File: config.mk
export PLATFORM = sky130hd
export DESIGN_NAME = shs_controller
export DESIGN_NICKNAME = d
export VERILOG_FILES = /design/src/hw/rtl/shs_pkg.sv /design/src/hw/rtl/shs_controller.sv
export SDC_FILE = /design/constraint.sdc
export NUM_CORES = 1
export LEC_CHECK = 0
export BUFFER_PORTS_ARGS = -buffer_cell sky130_fd_sc_hd__buf_4
export CORE_MARGIN = 3
export CORE_UTILIZATION = 30
export DETAILED_ROUTE_END_ITERATION = 8
export PLACE_DENSITY = 0.57
export SETUP_SLACK_MARGIN = 0.3
export SLEW_MARGIN = 0
export SYNTH_ARGS = -nofsm -noshare
export SYNTH_HDL_FRONTEND = slang
export SYNTH_SLANG_ARGS = --single-unit
File: constraint.sdc
create_clock -name clk -period 4.2 [get_ports clk]
set_input_delay 1.26 -clock clk [delete_from_list [all_inputs] [get_ports clk]]
set_output_delay 1.26 -clock clk [all_outputs]
set_load 0.1 [all_outputs]
File: src/hw/rtl/shs_pkg.sv
// ---------------------------------------------------------------------------
// shs_pkg: shared types and constants for the sample histogram block
// Holds command and status codes, and the controller-to-datapath command set.
// ---------------------------------------------------------------------------
package shs_pkg;

    typedef enum logic [2:0] {
        CMD_ADD     = 3'd0,
        CMD_PDF     = 3'd1,
        CMD_CDF     = 3'd2,
        CMD_SUMMARY = 3'd3,
        CMD_CLEAR   = 3'd4
    } command_t;

    localparam logic [1:0] STATUS_OK        = 2'd0;
    localparam logic [1:0] STATUS_FULL      = 2'd1;
    localparam logic [1:0] STATUS_UNDEFINED = 2'd2;

    // Datapath operations issued by the controller.
    typedef enum logic [3:0] {
        OP_NONE      = 4'd0,
        OP_LATCH     = 4'd1,   // capture request, reset scan
        OP_SCAN      = 4'd2,   // process one table entry
        OP_COMMIT    = 4'd3,   // apply add
        OP_CLEAR     = 4'd4,
        OP_DIV_INIT  = 4'd5,   // load divider operands
        OP_DIV_STEP  = 4'd6,
        OP_MUL_STEP  = 4'd7,   // one partial product of the variance terms
        OP_SQRT_INIT = 4'd8,
        OP_SQRT_STEP = 4'd9,
        OP_RESULT    = 4'd10
    } op_t;

    // Which division is in progress.
    typedef enum logic [1:0] {
        DIV_PROB = 2'd0,
        DIV_MEAN = 2'd1,
        DIV_VAR  = 2'd2
    } div_sel_t;

    typedef struct packed {
        op_t      op;
        div_sel_t div_sel;
    } dp_cmd_t;

    typedef struct packed {
        logic scan_done;   // scan reached end or found entry
        logic div_done;
        logic mul_done;
        logic sqrt_done;
        logic empty;       // no samples held
        logic too_few;     // summary undefined in current mode
    } dp_status_t;

endpackage

File: src/hw/rtl/shs_controller.sv
// ---------------------------------------------------------------------------
// shs_controller: request sequencer
// Steps each request through the scan, commit, divide, multiply and root phases that its command needs.
// ---------------------------------------------------------------------------
module shs_controller (
    input  logic                 clk,
    input  logic                 rst_n,
    input  logic                 in_valid,
    output logic                 in_stall,
    input  logic [2:0]           in_command,
    output logic                 out_valid,
    input  logic                 out_stall,
    output logic                 cfg_ready,
    output shs_pkg::dp_cmd_t     cmd,
    input  shs_pkg::dp_status_t  stat
);
    import shs_pkg::*;

    typedef enum logic [11:0] {
        S_IDLE     = 12'b000000000001,
        S_SCAN     = 12'b000000000010,
        S_COMMIT   = 12'b000000000100,
        S_PDIV_I   = 12'b000000001000,
        S_PDIV     = 12'b000000010000,
        S_MDIV_I   = 12'b000000100000,
        S_MDIV     = 12'b000001000000,
        S_MUL      = 12'b000010000000,
        S_VDIV     = 12'b000100000000,
        S_SQRT     = 12'b001000000000,
        S_FINISH   = 12'b010000000000,
        S_OUT      = 12'b100000000000
    } state_t;

    state_t     state_reg, state_next;
    logic [2:0] rcmd_reg;
    logic       vdiv_init_reg, vdiv_init_next;
    logic       sq_init_reg, sq_init_next;
    logic       done_wait_reg, done_wait_next;

    always_ff @(posedge clk or negedge rst_n)
    begin
        if (!rst_n)
        begin
            state_reg     <= S_IDLE;
            rcmd_reg      <= '0;
            vdiv_init_reg <= 1'b0;
            sq_init_reg   <= 1'b0;
            done_wait_reg <= 1'b0;
        end
        else
        begin
            state_reg     <= state_next;
            vdiv_init_reg <= vdiv_init_next;
            sq_init_reg   <= sq_init_next;
            done_wait_reg <= done_wait_next;
            if (state_reg == S_IDLE && in_valid)
                rcmd_reg <= in_command;
        end
    end

    always_comb
    begin
        state_next     = state_reg;
        vdiv_init_next = vdiv_init_reg;
        sq_init_next   = sq_init_reg;
        done_wait_next = 1'b0;
        cmd.op         = OP_NONE;
        cmd.div_sel    = DIV_PROB;
        case (state_reg)
            S_IDLE:
            begin
                if (in_valid)
                begin
                    cmd.op = OP_LATCH;
                    case (in_command)
                        CMD_ADD, CMD_PDF, CMD_CDF: state_next = S_SCAN;
                        CMD_SUMMARY:               state_next = S_MDIV_I;
                        CMD_CLEAR:                 state_next = S_FINISH;
                        default:                   state_next = S_FINISH;
                    endcase
                end
            end
            S_SCAN:
            begin
                cmd.op = OP_SCAN;
                if (stat.scan_done)
                begin
                    cmd.op = OP_NONE;
                    if (rcmd_reg == CMD_ADD)
                        state_next = S_COMMIT;
                    else if (stat.empty)
                        state_next = S_FINISH;
                    else
                        state_next = S_PDIV_I;
                end
            end
            S_COMMIT:
            begin
                cmd.op = OP_COMMIT;
                state_next = S_FINISH;
            end
            S_PDIV_I:
            begin
                cmd.op = OP_DIV_INIT;
                cmd.div_sel = DIV_PROB;
                state_next = S_PDIV;
            end
            S_PDIV:
            begin
                cmd.op = OP_DIV_STEP;
                // a further step after done stores the quotient
                if (stat.div_done)
                begin
                    if (done_wait_reg)
                    begin
                        cmd.op = OP_NONE;
                        state_next = S_FINISH;
                    end
                    else
                        done_wait_next = 1'b1;
                end
            end
            S_MDIV_I:
            begin
                if (stat.empty || stat.too_few)
                    state_next = S_FINISH;
                else
                begin
                    cmd.op = OP_DIV_INIT;
                    cmd.div_sel = DIV_MEAN;
                    state_next = S_MDIV;
                end
            end
            S_MDIV:
            begin
                cmd.op = OP_DIV_STEP;
                if (stat.div_done)
                begin
                    if (done_wait_reg)
                    begin
                        cmd.op = OP_NONE;
                        state_next = S_MUL;
                    end
                    else
                        done_wait_next = 1'b1;
                end
            end
            S_MUL:
            begin
                cmd.op = OP_MUL_STEP;
                vdiv_init_next = 1'b1;
                if (stat.mul_done)
                begin
                    cmd.op = OP_NONE;
                    state_next = S_VDIV;
                end
            end
            S_VDIV:
            begin
                if (vdiv_init_reg)
                begin
                    cmd.op = OP_DIV_INIT;
                    cmd.div_sel = DIV_VAR;
                    vdiv_init_next = 1'b0;
                end
                else
                begin
                    cmd.op = OP_DIV_STEP;
                    sq_init_next = 1'b1;
                    if (stat.div_done)
                    begin
                        if (done_wait_reg)
                        begin
                            cmd.op = OP_NONE;
                            state_next = S_SQRT;
                        end
                        else
                            done_wait_next = 1'b1;
                    end
                end
            end
            S_SQRT:
            begin
                if (sq_init_reg)
                begin
                    cmd.op = OP_SQRT_INIT;
                    sq_init_next = 1'b0;
                end
                else
                begin
                    cmd.op = OP_SQRT_STEP;
                    if (stat.sqrt_done)
                    begin
                        cmd.op = OP_NONE;
                        state_next = S_FINISH;
                    end
                end
            end
            S_FINISH:
            begin
                cmd.op = (rcmd_reg == CMD_CLEAR) ? OP_CLEAR : OP_RESULT;
                state_next = S_OUT;
            end
            S_OUT:
            begin
                if (!out_stall)
                    state_next = S_IDLE;
            end
            default:
            begin
                state_next = S_IDLE;
            end
        endcase
    end

    assign in_stall  = (state_reg != S_IDLE);
    assign out_valid = (state_reg == S_OUT);
    assign cfg_ready = (state_reg == S_IDLE);

    assert property (@(posedge clk) disable iff (!rst_n)
        $onehot(state_reg))
        else $error("state not one-hot");
    assert property (@(posedge clk) disable iff (!rst_n)
        (in_valid && !in_stall) |=> !out_valid)
        else $error("result shown in the cycle after accept");
    assert property (@(posedge clk) disable iff (!rst_n)
        (out_valid && out_stall) |=> out_valid)
        else $error("stalled result dropped");
endmodule

After elaboration in Yosys (flattened, before gate mapping)
Index checks and enable logic that the tools add are counted.
{"block": "totals", "reg_bits": 18}
{"block": "op_classes", "n_reduce_logical": 10, "eq_ne": 30, "n_mux": 38}
{"operator": "$mux 12", "n": 14}
{"operator": "$pmux 12 s12", "n": 1}
{"operator": "$pmux 4 s10", "n": 1}
{"operator": "$ne 2x2->1 const B", "n": 13}
{"operator": "$mux 11", "n": 2}
{"operator": "$pmux 11 s2", "n": 1}
{"operator": "$mux 4", "n": 5}
{"operator": "$reduce_and 13->1", "n": 1}
{"operator": "$eq 12x1->1 const B", "n": 1}
{"operator": "$eq 12x10->1 const B", "n": 1}
{"operator": "$eq 12x11->1 const B", "n": 1}
{"operator": "$eq 12x12->1 const B", "n": 1}
{"operator": "$eq 12x2->1 const B", "n": 1}
{"operator": "$eq 12x3->1 const B", "n": 1}
{"operator": "$eq 12x4->1 const B", "n": 1}
{"operator": "$eq 12x5->1 const B", "n": 1}
{"operator": "$eq 12x6->1 const B", "n": 1}
{"operator": "$eq 12x7->1 const B", "n": 1}
{"operator": "$eq 12x8->1 const B", "n": 1}
{"operator": "$eq 12x9->1 const B", "n": 1}
{"operator": "$ne 12x1->1 const B", "n": 1}
{"operator": "$eq 3x2->1 const B", "n": 2}
{"operator": "$logic_not 3->1", "n": 2}
{"operator": "$mux 3", "n": 2}
{"operator": "other kinds (13)", "n": 21}

Logic depth before layout (Yosys ltp)
Gate-level depths: netlist (run 1).
{"block": "depth", "ltp_word": 5, "depth_mapped": 8, "depth_no_buf": 6}

Worst setup path after synthesis (run 1)
OpenSTA, ideal clock, no wires.
{"block": "synth_timing", "path_kind": "register to output", "from": "register state_reg[6]", "to": "output cmd[3] in the netlist's numbering", "t_required_ps": 2940, "t_arrival_ps": 3844, "slack_ps": -904, "path_stages_with_launch": 7, "path_cell_list": "dfrtp_1 > buf_6 > or4_4 > buf_6 > nor4_1 > a22oi_1 > o21ai_0"}
{"item": "start: declaration", "line": "shs_controller.sv:34", "source": "state_t state_reg, state_next;"}
{"item": "start signal: assignment", "line": "shs_controller.sv:52", "source": "state_reg <= state_next;"}
{"item": "end: declaration", "line": "shs_controller.sv:14", "source": "output shs_pkg::dp_cmd_t cmd,"}

==> results of run 1 <==
==> critical path, cell delays in order (launching register included) <==
cell                       delay, ns
sky130_fd_sc_hd__dfrtp_2        0.48
sky130_fd_sc_hd__or4_4          0.62
sky130_fd_sc_hd__or4_4          0.58
sky130_fd_sc_hd__clkinv_8       0.08
sky130_fd_sc_hd__nand2_4        0.07
sky130_fd_sc_hd__o41ai_1        0.07
sky130_fd_sc_hd__a311o_2        0.18
sky130_fd_sc_hd__buf_6          0.22
==> per-stage QoR <==
stage	utilization [%]	power, mW	std cells	setup WS, ns	instance area (sq um)
floorplan	-	0.8273	144	0.2621	1309
CTS	38.24	1.117	210	0.2893	1551
detailed placement	36.42	0.9609	206	0.4747	1478
global placement	36.42	0.9540	206	0.4877	1478
global route	39.22	1.210	210	0.3085	1592
finish	39.22	1.143	210	0.3865	1592
==> kinds of logic after synthesis <==
logic type / share of synthesized area, %
XOR/XNOR: 2.053
AO/OA/AOI/OAI: 16.91
multiplexers: 4.301
buffers and inverters: 6.451
AND/OR/NAND/NOR: 34.99
flip-flops: 35.29
==> layer usage <==
metal	vias to the layer above	GRT usage [%]
met3	9	3.226
li1	585	-
met1	561	19.04
met2	37	21.73
met4	0	5.637
met5	-	0
==> power by group through the flow <==
stage | logic (mW) | registers [mW] | clock network [mW]
detailed placement | 0.693 | 0.268 | 0
floorplan | 0.584 | 0.243 | 0
global route | 0.779 | 0.279 | 0.152
finish | 0.728 | 0.271 | 0.144
global placement | 0.689 | 0.265 | 0
CTS | 0.706 | 0.266 | 0.145
==> how the worst max path moves through the flow <==
stage	start	endpoint	slack (ns)	cells past startpoint
floorplan	state_reg[6]$_DFFE_PN0P_	cmd[2]	0.26	8
global placement	state_reg[6]$_DFFE_PN0P_	cmd[4]	0.49	6
detailed placement	stat[3]	cmd[4]	0.47	6
CTS	state_reg[3]$_DFFE_PN0P_	cmd[4]	0.29	6
global route	state_reg[6]$_DFFE_PN0P_	cmd[2]	0.31	7
finish	state_reg[6]$_DFFE_PN0P_	cmd[2]	0.39	7
==> cell usage in the layout, fill, tap and decap left out, types with 4 or more instances in the layout <==
| cell | count |
|---|---|
| sky130_fd_sc_hd__nand2_1 | 11 |
| sky130_fd_sc_hd__buf_4 | 22 |
| sky130_fd_sc_hd__a21oi_1 | 5 |
| sky130_fd_sc_hd__o21ai_0 | 4 |
| sky130_fd_sc_hd__nor4_1 | 4 |
| sky130_fd_sc_hd__clkbuf_8 | 4 |
| sky130_fd_sc_hd__o22ai_1 | 4 |
| sky130_fd_sc_hd__nor2_1 | 9 |
| sky130_fd_sc_hd__dfrtp_1 | 14 |
| sky130_fd_sc_hd__nand4_1 | 4 |
| sky130_fd_sc_hd__or4_4 | 4 |
| sky130_fd_sc_hd__nor3_1 | 8 |
==> cell type report <==
class / instances / area (sq um)
sequential: 18 / 455.4
tap: 50 / 62.56
fill: 403 / 2466
timing repair buffer: 23 / 176.4
inverter: 4 / 27.53
clock buffer: 4 / 55.05
multi-input combinational: 111 / 814.5
==> what timing repair did <==
| action | CTS | global route |
|---|---|---|
| resized for setup | 4 | 9 |
| endpoints found under the setup margin | 2 | 2 |
| pin swaps | 0 | 0 |
==> metrics.md, run 1 <==
| Metric | Value |
|---|---|
| Number of failing hold endpoints at the final stage | 0 |
| TritonCTS clock tree | yes |
| Clk network pwr share | 12.6% |
| Timing-limited maximum frequency | 262.2 MHz |
| Number of detailed-route iterations in the first pass | 4 |
| Net Count, Synth | 157 |
| Fraction of the yosys area taken by sequential cells | 35.29% |
| Die area | 5087 sq um |
| Clock net sink count | 18 |
| Gate Count Post-Synth | 144 |
| Data arrival time of the critical path | 2.55 ns |
| Cell types with the highest counts after synthesis | 17 x sky130_fd_sc_hd__dfrtp_1, 11 x sky130_fd_sc_hd__nand2_1, 11 x sky130_fd_sc_hd__nor2_1 |
| Via count of the first global-routing pass | 1191 |
| Core outline area | 4058 sq um |
| Number of flip-flops in the largest register | 12 |
| Combinational share of power | 63.7% |
| CTS Root Cell | sky130_fd_sc_hd__clkbuf_8 |
| Number of top-level pins | 22 |
| Register bit count reported by yosys | 18 |
| Most frequent cell after synthesis | sky130_fd_sc_hd__dfrtp_1 |
| Primary FF master, synth | sky130_fd_sc_hd__dfrtp_1 |
| Routed len/inst | 16.38 um |
| Area contributors post-synth | sky130_fd_sc_hd__dfrtp_1 33%, sky130_fd_sc_hd__mux2_4 3.5%, sky130_fd_sc_hd__nor4_1 3.4% |
| Power share of the sequential group | 23.7% |
| Final critical-path share of the clock period | 90.80% |
| Detailed-route DRC error count | 0 |
| Max layer used | met4 |
| Initial antenna violation count | 0 |
| Antenna-violating nets left | 0 |
| Critical R2R Capture | state_reg[10]$_DFFE_PN0P_ |
| Count of maximum capacitance violations | 0 |
| Worst flop-to-flop path startpoint | state_reg[9]$_DFFE_PN0P_ |
| Via count | 1192 |
| Per-cell via count in the routed design | 5.676 |
| RSZ-0062 raised after global routing | no |
| Maximum resistive drop on vdd | 0.0005175 V |
| Pins Over Slew Limit | 0 |
| Total length of routed wires | 3440 um |
| Unique cell type count in the Yosys netlist | 54 |
| Number of synthesized flops with an enable pin | 0 |
| Number of buffers inserted during clock tree synthesis | 3 |
| WHS Endpoint | done_wait_reg$_DFF_PN0_ |
| Worst Hold Launch | done_wait_reg$_DFF_PN0_ |
| Area growth, synth to finish | 24.34% |
| Largest driver fanout on the critical path | 8 |
| Switching power of the nets | 0.6125 mW |
| Worst slew slack as a fraction of its limit | 60.35% |
| Met3 layer wire length in the routed design | 193 um |
| RePlAce Congestion | 0.9101 |
| Wire length of the first global-routing pass | 5651 um |
| M1 WL | 1557 um |
| Setup Skew | 0.005165 ns |
| Endpoints failing setup | 0 |
| Fin Hold WS | 0.4466 ns |
| Number of buffers between clock root and the deepest sink | 2 |
| Length of routed met2 wiring | 1607 um |
| Share of the synthesized area in the top cell type | 33.24% |
| Cell depth of the worst flop-to-flop path | 6 |
| GR Util All Layers | 14.07% |
| Worst-Skew Late Latency | 0.26 ns |
| Warning count from the yosys run | 0 |
| Result of the run | complete, no violations |
| Sum Neg Setup Slack | 0 ns |
| Number of placement rows | 23 |
| Number of H-tree levels | 1 |
| Leakage Power | 0.7115 nW |
| Clock slew at reported path FFs | 0.07 ns |
| Average cell area after synthesis | 8.889 sq um |
| Type of the setup path with the least slack | reg2out |
| Path category of the worst min-delay check | reg2reg |
| Slew at the pin with the worst max-slew slack | 0.5907 ns |
| Antenna diodes | 0 |
| Data required time of the critical path | 2.94 ns |
| Total power divided by cell area | 718.1 nW/um^2 |
| Number of buffers inserted to repair setup after CTS | 0 |
| R2R Setup Slk | 1.78 ns |
| Total number of nets in the final design | 174 |
| Pint | 0.5304 mW |
| Drt first-iter violations | 104 |
| Switching share of power | 53.59% |
| Library cell with the largest summed area after synthesis | sky130_fd_sc_hd__dfrtp_1 |
| Syn Std Cell Area | 1280 sq um |
| Remaining Overflow, GRT | 0 |
| Die X | 71.32 um |
| Number of cells traversed by the worst hold path | 1 |
| CP endpoint kind | primary output |
| Initial Utilization | 31.54% |
| Die Y | 71.32 um |
| CTS Hold Bufs | 0 |
| Shortest clock period the worst path allows after layout | 3.813 ns |
| Fraction of registers with async set or reset after synthesis | 100.0% |
| Share of final-layout standard cells stronger than drive strength 1 | 35.00% |
| Kind of launch point of the worst setup path | flop |
| Quantity of I/O buffers inserted on ports | 21 |
| Largest net degree at the start of global routing | 19 |
| Half-perimeter wire length after detailed placement | 2681 um |
Note: power is estimated with default switching activity, not from simulation.
==> run 2, diff against run 1 <==
Settings changed: CTS_CLUSTER_SIZE set to 12, REMOVE_ABC_BUFFERS set to 1.
==> run 2 against run 1 <==
Sequential power is 1% lower. Global-route usage rose by 0.31 points. Routed wire length is 4.2% higher. Combinational power up 0.8%. Critical path depth down 1. Total power shrank 1.1%. Final area shrank 1.5%. Largest cell class unchanged. Largest power group unchanged. Highest routed layer unchanged.
==> metrics.md, run 2 (synthesis results as in run 1) <==
| Metric | Value |
|---|---|
| Result of the run | complete, no violations |
| Type of the setup path with the least slack | reg2out |
| Drt first-iter violations | 40 (-62%) |
| Clock net sink count | 18 (unchanged) |
| Final critical-path share of the clock period | 91.53% (+0.73 points) |
| Routed len/inst | 16.84 um (+2.8%) |
| Fin util | 38.64% (-0.59 points) |
| Area growth, synth to finish | 22.48% |
| Number of failing hold endpoints at the final stage | 0 (unchanged) |
| Worst slew slack as a fraction of its limit | 57.45% (-2.9 points) |
| CTS Hold Bufs | 0 (unchanged) |
| Largest driver fanout on the critical path | 8 (unchanged) |
| Die area | 5087 sq um (unchanged) |
| Pint | 0.5218 mW (-1.6%) |
| Clk network pwr share | 11.5% (-1.1 points) |
| Initial antenna violation count | 0 (unchanged) |
| Via count | 1229 (+3.1%) |
| Core outline area | 4058 sq um (unchanged) |
| Crit path max-delay family | simple AND/OR/NAND/NOR gates |
| Endpoints failing setup | 0 (unchanged) |
| Slowest CP cell | sky130_fd_sc_hd__nor4_1 |
| Remaining Overflow, GRT | 0 (unchanged) |
| Crit path cell chain | nor4_1, nand2_1, or3_1, a21oi_1, a311o_1, buf_4 |
| Die Y | 71.32 um (unchanged) |
| RSZ-0062 raised after global routing | yes |
| Quantity of I/O buffers inserted on ports | 21 (unchanged) |
| R2R Setup Slk | 1.73 ns (-0.05 ns) |
| Area after detailed placement | 1456 sq um (-1.4%) |
| Number of flip-flops in the largest register | 12 (unchanged) |
| Path category of the worst min-delay check | reg2reg |
| Die X | 71.32 um (unchanged) |
| RePlAce Congestion | 0.9268 (+1.8%) |
| Number of buffers inserted during clock tree synthesis | 3 (unchanged) |
| Slew at the pin with the worst max-slew slack | 0.6340 ns (+0.04330 ns) |
| Leakage Power | 0.7098 nW (-0.23%) |
| Largest net degree at the start of global routing | 19 (unchanged) |
| Most common cell after layout, fill and taps aside | sky130_fd_sc_hd__buf_4 |
| Power share of the sequential group | 23.6% (about the same) |
| Kind of launch point of the worst setup path | flop |
| Area of all placed cells without fillers | 1568 sq um (-1.5%) |
| Capturing instance or port of the critical path | cmd[4] |
| Count of maximum capacitance violations | 0 (unchanged) |
| Number of buffers between clock root and the deepest sink | 2 (unchanged) |
| Detailed-route DRC error count | 0 (unchanged) |
| CTS Root Cell | sky130_fd_sc_hd__clkbuf_8 |
| Setup Skew | 0.002156 ns (-0.003009 ns) |
| Cell depth of the worst flop-to-flop path | 6 (unchanged) |
| Path length in cells of the critical path | 6 (-1) |
| Clock slew at reported path FFs | 0.07 ns (about the same) |
| Number of top-level pins | 22 (unchanged) |
| Switching power of the nets | 0.6087 mW (-0.62%) |
| Initial Utilization | 31.54% (unchanged) |
| Wire length of the first global-routing pass | 5837 um (+3.3%) |
| Seq. cell area | 454.2 sq um (-0.27%) |
| Pins Over Slew Limit | 0 (unchanged) |
| Final standard cell count with taps included and fillers excluded | 213 (+1.4%) |
| Total number of nets in the final design | 177 (+1.7%) |
| Combinational share of power | 64.9% (+1.2 points) |
| Number of placement rows | 23 (unchanged) |
| Antenna diodes | 0 (unchanged) |
| Worst path bufs/invs | 1 (-1) |
| Shortest clock period the worst path allows after layout | 3.844 ns (+0.03079 ns) |
| Top library cells by usage in the layout, fill and taps aside | 25 x sky130_fd_sc_hd__buf_4, 15 x sky130_fd_sc_hd__dfrtp_1, 11 x sky130_fd_sc_hd__nand2_1, 10 x sky130_fd_sc_hd__nor2_1, 8 x sky130_fd_sc_hd__nor3_1 |
| Number of H-tree levels | 1 (unchanged) |
| Via count of the first global-routing pass | 1217 (+2.2%) |
| Critical R2R Capture | state_reg[10]$_DFFE_PN0P_ |
| Switching share of power | 53.84% (+0.25 points) |
| Worst flop-to-flop path startpoint | state_reg[9]$_DFFE_PN0P_ |
| Number of placed cells counting well taps | 207 (+0.49%) |
| Total power divided by cell area | 721.1 nW/um^2 (+0.41%) |
| Layout filler cell count | 409 (+1.5%) |
| CP endpoint kind | primary output |
| Worst path max stage delay | 0.58 ns (-0.04 ns) |
| Data required time of the critical path | 2.94 ns (about the same) |
| TritonCTS clock tree | yes |
| GR Util All Layers | 14.39% (+0.31 points) |
| Maximum resistive drop on vdd | 0.0008222 V (+59%) |
| Half-perimeter wire length after detailed placement | 2707 um (+0.95%) |
| Share of final-layout standard cells stronger than drive strength 1 | 30.67% (-4.3 points) |
| Multi-input gate area | 782.0 sq um (-4.0%) |
| Worst-Skew Late Latency | 0.26 ns (about the same) |
| Total length of routed wires | 3586 um (+4.2%) |
| Antenna-violating nets left | 0 (unchanged) |
| CP Launch Point | state_reg[3]$_DFFE_PN0P_ |
| Timing-limited maximum frequency | 260.1 MHz (-0.80%) |
| Per-cell via count in the routed design | 5.770 (+1.7%) |
| Data arrival time of the critical path | 2.58 ns (+0.03 ns) |
| Number of detailed-route iterations in the first pass | 4 (unchanged) |
run 2: cell types whose count changed in the layout (fill, tap and decap cells not counted), sizes merged:
cell	change
buf	+3
run 2: cell type report:
type | count | share of cell area, %
multi-input combinational | 111 | 49.88
sequential | 18 | 28.97
timing repair buffer | 26 | 13.25
tap | 50 | 3.990
clock buffer | 4 | 2.873
inverter | 4 | 1.038
run 2: power by group through the flow:
stage                     Combinational (mW)  Sequential (mW)  Clock [mW]
after floorplan                        0.530            0.254           0
final                                  0.734            0.267       0.130
after global placement                 0.672            0.264           0
after detailed placement               0.670            0.268           0
after global routing                   0.775            0.275       0.140
after CTS                              0.683            0.265       0.134
run 2: worst min-delay path by stage:
stage               depth (start not counted)  slack [ns]                       to               startpoint
floorplan                                   1        0.42  done_wait_reg$_DFF_PN0_  done_wait_reg$_DFF_PN0_
global placement                            1        0.43  done_wait_reg$_DFF_PN0_  done_wait_reg$_DFF_PN0_
detailed placement                          1        0.44  done_wait_reg$_DFF_PN0_  done_wait_reg$_DFF_PN0_
CTS                                         1        0.45  done_wait_reg$_DFF_PN0_  done_wait_reg$_DFF_PN0_
global route                                1        0.46  done_wait_reg$_DFF_PN0_  done_wait_reg$_DFF_PN0_
finish                                      1        0.44  done_wait_reg$_DFF_PN0_  done_wait_reg$_DFF_PN0_
run 2: repair_timing:
| action | in CTS | in global routing |
|---|---|---|
| pin swaps | 0 | 3 |
| buffers inserted | 0 | 2 |
| resized for setup | 3 | 9 |
| setup endpoints to repair | 1 | 3 |
run 2: per-layer routing:
layer	vias up	GRT usage [%]	wire (um)
met4	0	5.846	70
met5	-	0	0
met3	8	2.945	184
met2	42	23.78	1722
met1	594	18.28	1608
li1	585	-	-
run 2: through the flow:
stage	hold WS (ns)	total power, mW	worst slack, ns	setup TNS [ns]
6_report	0.4418	1.130	0.3557	0
3_3_place_gp	0.4287	0.9362	0.4445	0
3_5_place_dp	0.4379	0.9374	0.4586	0
2_1_floorplan	0.4156	0.7844	-0.8243	-2.280
5_1_grt	0.4601	1.190	0.2692	0
4_1_cts	0.4454	1.082	0.3093	0
==> run 3, diff against run 2 <==
Settings changed: CORE_UTILIZATION 30 to 59, PLACE_DENSITY 0.57 to unset, PLACE_DENSITY_LB_ADDON set to 0.08.
==> run 3 against run 2 <==
Worst hold slack better by 0.0055 ns. Sequential power up 2%. Final area increased by 0.96%. Die area shrank 46%. Critical path type unchanged. Critical endpoint unchanged.
==> metrics.md, run 3 (synthesis results as in run 1) <==
| Metric | Value |
|---|---|
| Number of flip-flops in the largest register | 12 (unchanged) |
| Number of buffers between clock root and the deepest sink | 2 (unchanged) |
| Number of failing hold endpoints at the final stage | 0 (unchanged) |
| Remaining Overflow, GRT | 0 (unchanged) |
| Largest driver fanout on the critical path | 8 (unchanged) |
| Number of buffers inserted during clock tree synthesis | 3 (unchanged) |
| Path category of the worst min-delay check | reg2reg |
| Fin Hold WS | 0.4474 ns (+0.005542 ns) |
| TritonCTS clock tree | yes |
| GR Util All Layers | 27.23% (+13 points) |
| Total power divided by cell area | 701.2 nW/um^2 (-2.8%) |
| Capturing instance or port of the critical path | cmd[4] |
| Via count | 1330 (+8.2%) |
| Antenna-violating nets left | 0 (unchanged) |
| Shortest clock period the worst path allows after layout | 3.867 ns (+0.02236 ns) |
| Wire length of the first global-routing pass | 5444 um (-6.7%) |
| Top library cells by usage in the layout, fill and taps aside | 30 x sky130_fd_sc_hd__buf_4, 12 x sky130_fd_sc_hd__dfrtp_1, 11 x sky130_fd_sc_hd__nand2_1, 10 x sky130_fd_sc_hd__nor2_1, 8 x sky130_fd_sc_hd__nor3_1 |
| Clock net sink count | 18 (unchanged) |
| Total number of nets in the final design | 183 (+3.4%) |
| Detailed-route DRC error count | 0 (unchanged) |
| Final critical-path share of the clock period | 92.06% (+0.53 points) |
| Met1 Resource Use GR | 34.23% (+16 points) |
| Number of placement rows | 16 (-30%) |
| Total length of routed wires | 3569 um (-0.47%) |
| Kind of launch point of the worst setup path | flop |
| Die area | 2764 sq um (-46%) |
| Layout filler cell count | 135 (-67%) |
| Leakage Power | 0.7325 nW (+3.2%) |
| Number of detailed-route iterations in the first pass | 5 (+1) |
| CP Launch Point | state_reg[3]$_DFFE_PN0P_ |
| Count of maximum capacitance violations | 0 (unchanged) |
| Share of final-layout standard cells stronger than drive strength 1 | 35.50% (+4.8 points) |
| Most common cell after layout, fill and taps aside | sky130_fd_sc_hd__buf_4 |
| Type of the setup path with the least slack | reg2out |
| Total power of the final layout | 1.110 mW (-1.8%) |
| Die Y | 52.58 um (-26%) |
| Data required time of the critical path | 2.94 ns (about the same) |
| Maximum resistive drop on vdd | 0.0006776 V (-18%) |
| Fin util | 79.06% (+40 points) |
| CP endpoint kind | primary output |
| Area of all placed cells without fillers | 1583 sq um (+0.96%) |
| R2R Setup Slk | 1.76 ns (+0.03 ns) |
| CTS Root Cell | sky130_fd_sc_hd__clkbuf_4 |
| Number of H-tree levels | 1 (unchanged) |
| Initial Utilization | 63.94% (+32 points) |
| RSZ-0062 raised after global routing | yes |
| Routed len/inst | 18.21 um (+8.2%) |
| Core outline area | 2002 sq um (-51%) |
| RePlAce Congestion | 1.019 (+9.9%) |
| Timing-limited maximum frequency | 258.6 MHz (-0.58%) |
| Worst flop-to-flop path startpoint | state_reg[3]$_DFFE_PN0P_ |
| Area after detailed placement | 1420 sq um (-2.5%) |
| Antenna diodes | 0 (unchanged) |
| Per-cell via count in the routed design | 6.786 (+18%) |
| Largest net degree at the start of global routing | 19 (unchanged) |
| Number of placed cells counting well taps | 183 (-12%) |
| Worst-Skew Late Latency | 0.30 ns (+0.04 ns) |
| Slew at the pin with the worst max-slew slack | 0.6296 ns (-0.004392 ns) |
| Initial antenna violation count | 0 (unchanged) |
| Die X | 52.58 um (-26%) |
| Quantity of I/O buffers inserted on ports | 21 (unchanged) |
| Half-perimeter wire length after detailed placement | 2491 um (-8.0%) |
| Clock slew at reported path FFs | 0.11 ns (+0.04 ns) |
| Pins Over Slew Limit | 0 (unchanged) |
| Cell depth of the worst flop-to-flop path | 5 (-1) |
| Routing usage on met3 | 5.698% (+2.8 points) |
| Layer with the highest usage after global routing | met2 |
| Critical R2R Capture | state_reg[9]$_DFFE_PN0P_ |
| Met2 track demand over resource in global routing | 44.21% (+20 points) |
| Worst slew slack as a fraction of its limit | 57.74% (+0.29 points) |
| Area growth, synth to finish | 23.66% |
| Drt first-iter violations | 99 (+150%) |
| Number of top-level pins | 22 (unchanged) |
| Via count of the first global-routing pass | 1164 (-4.4%) |
| Data arrival time of the critical path | 2.61 ns (+0.03 ns) |
| Final standard cell count with taps included and fillers excluded | 196 (-8.0%) |
| Result of the run | complete, no violations |
| Setup Skew | 0.001825 ns (-0.0003308 ns) |
| Endpoints failing setup | 0 (unchanged) |
run 3: critical path, cell delays in order, from the launching register on:
cell and delay, ns:
sky130_fd_sc_hd__dfrtp_1 0.51, sky130_fd_sc_hd__or4_4 0.65, sky130_fd_sc_hd__nor4_2 0.44, sky130_fd_sc_hd__a21oi_1 0.12
sky130_fd_sc_hd__nand3b_1 0.18, sky130_fd_sc_hd__a311o_1 0.16, sky130_fd_sc_hd__buf_6 0.23
run 3: final cells by class:
type	instances	area, sq um	area share [%]
well taps	27	33.78	2.134
repair buffers	32	256.5	16.21
flip-flops and latches	18	457.9	28.93
inverters	4	16.27	1.028
multi-input cells	111	792.0	50.04
clock buffers	4	26.28	1.660
run 3: through the flow:
step	worst slack, ns	TNS [ns]
final	0.3334	0
after floorplan	-0.8243	-2.280
after CTS	0.3191	0
after global placement	0.5055	0
after global routing	0.2605	0
after detailed placement	0.4336	0
run 3: per-layer routing:
| metal | routed length [um] | up-vias |
|---|---|---|
| met5 | 0 | - |
| met4 | 182 | 0 |
| met3 | 354 | 25 |
| met2 | 1628 | 99 |
| met1 | 1404 | 609 |
| li1 | - | 597 |
run 3: how the worst min path moves through the flow:
| stage | to | cells past startpoint | startpoint | slack, ns |
|---|---|---|---|---|
| 6_report | done_wait_reg$_DFF_PN0_ | 1 | done_wait_reg$_DFF_PN0_ | 0.45 |
| 5_1_grt | done_wait_reg$_DFF_PN0_ | 1 | done_wait_reg$_DFF_PN0_ | 0.48 |
| 4_1_cts | done_wait_reg$_DFF_PN0_ | 1 | done_wait_reg$_DFF_PN0_ | 0.45 |
| 3_5_place_dp | done_wait_reg$_DFF_PN0_ | 1 | done_wait_reg$_DFF_PN0_ | 0.44 |
| 3_3_place_gp | done_wait_reg$_DFF_PN0_ | 1 | done_wait_reg$_DFF_PN0_ | 0.43 |
| 2_1_floorplan | done_wait_reg$_DFF_PN0_ | 1 | done_wait_reg$_DFF_PN0_ | 0.42 |
run 3: repair_timing:
item                                    CTS  global route
buffers inserted                          0             9
endpoints found under the setup margin    3             4
pin swaps                                 0             2
hold buffers                              0             0
gates resized for setup                   5            12
run 3: report_power, final:
group | internal, mW | switching, mW
clock network | 0.0371 | 0.0603
registers | 0.215 | 0.0569
logic | 0.247 | 0.493
total | 0.499 | 0.611
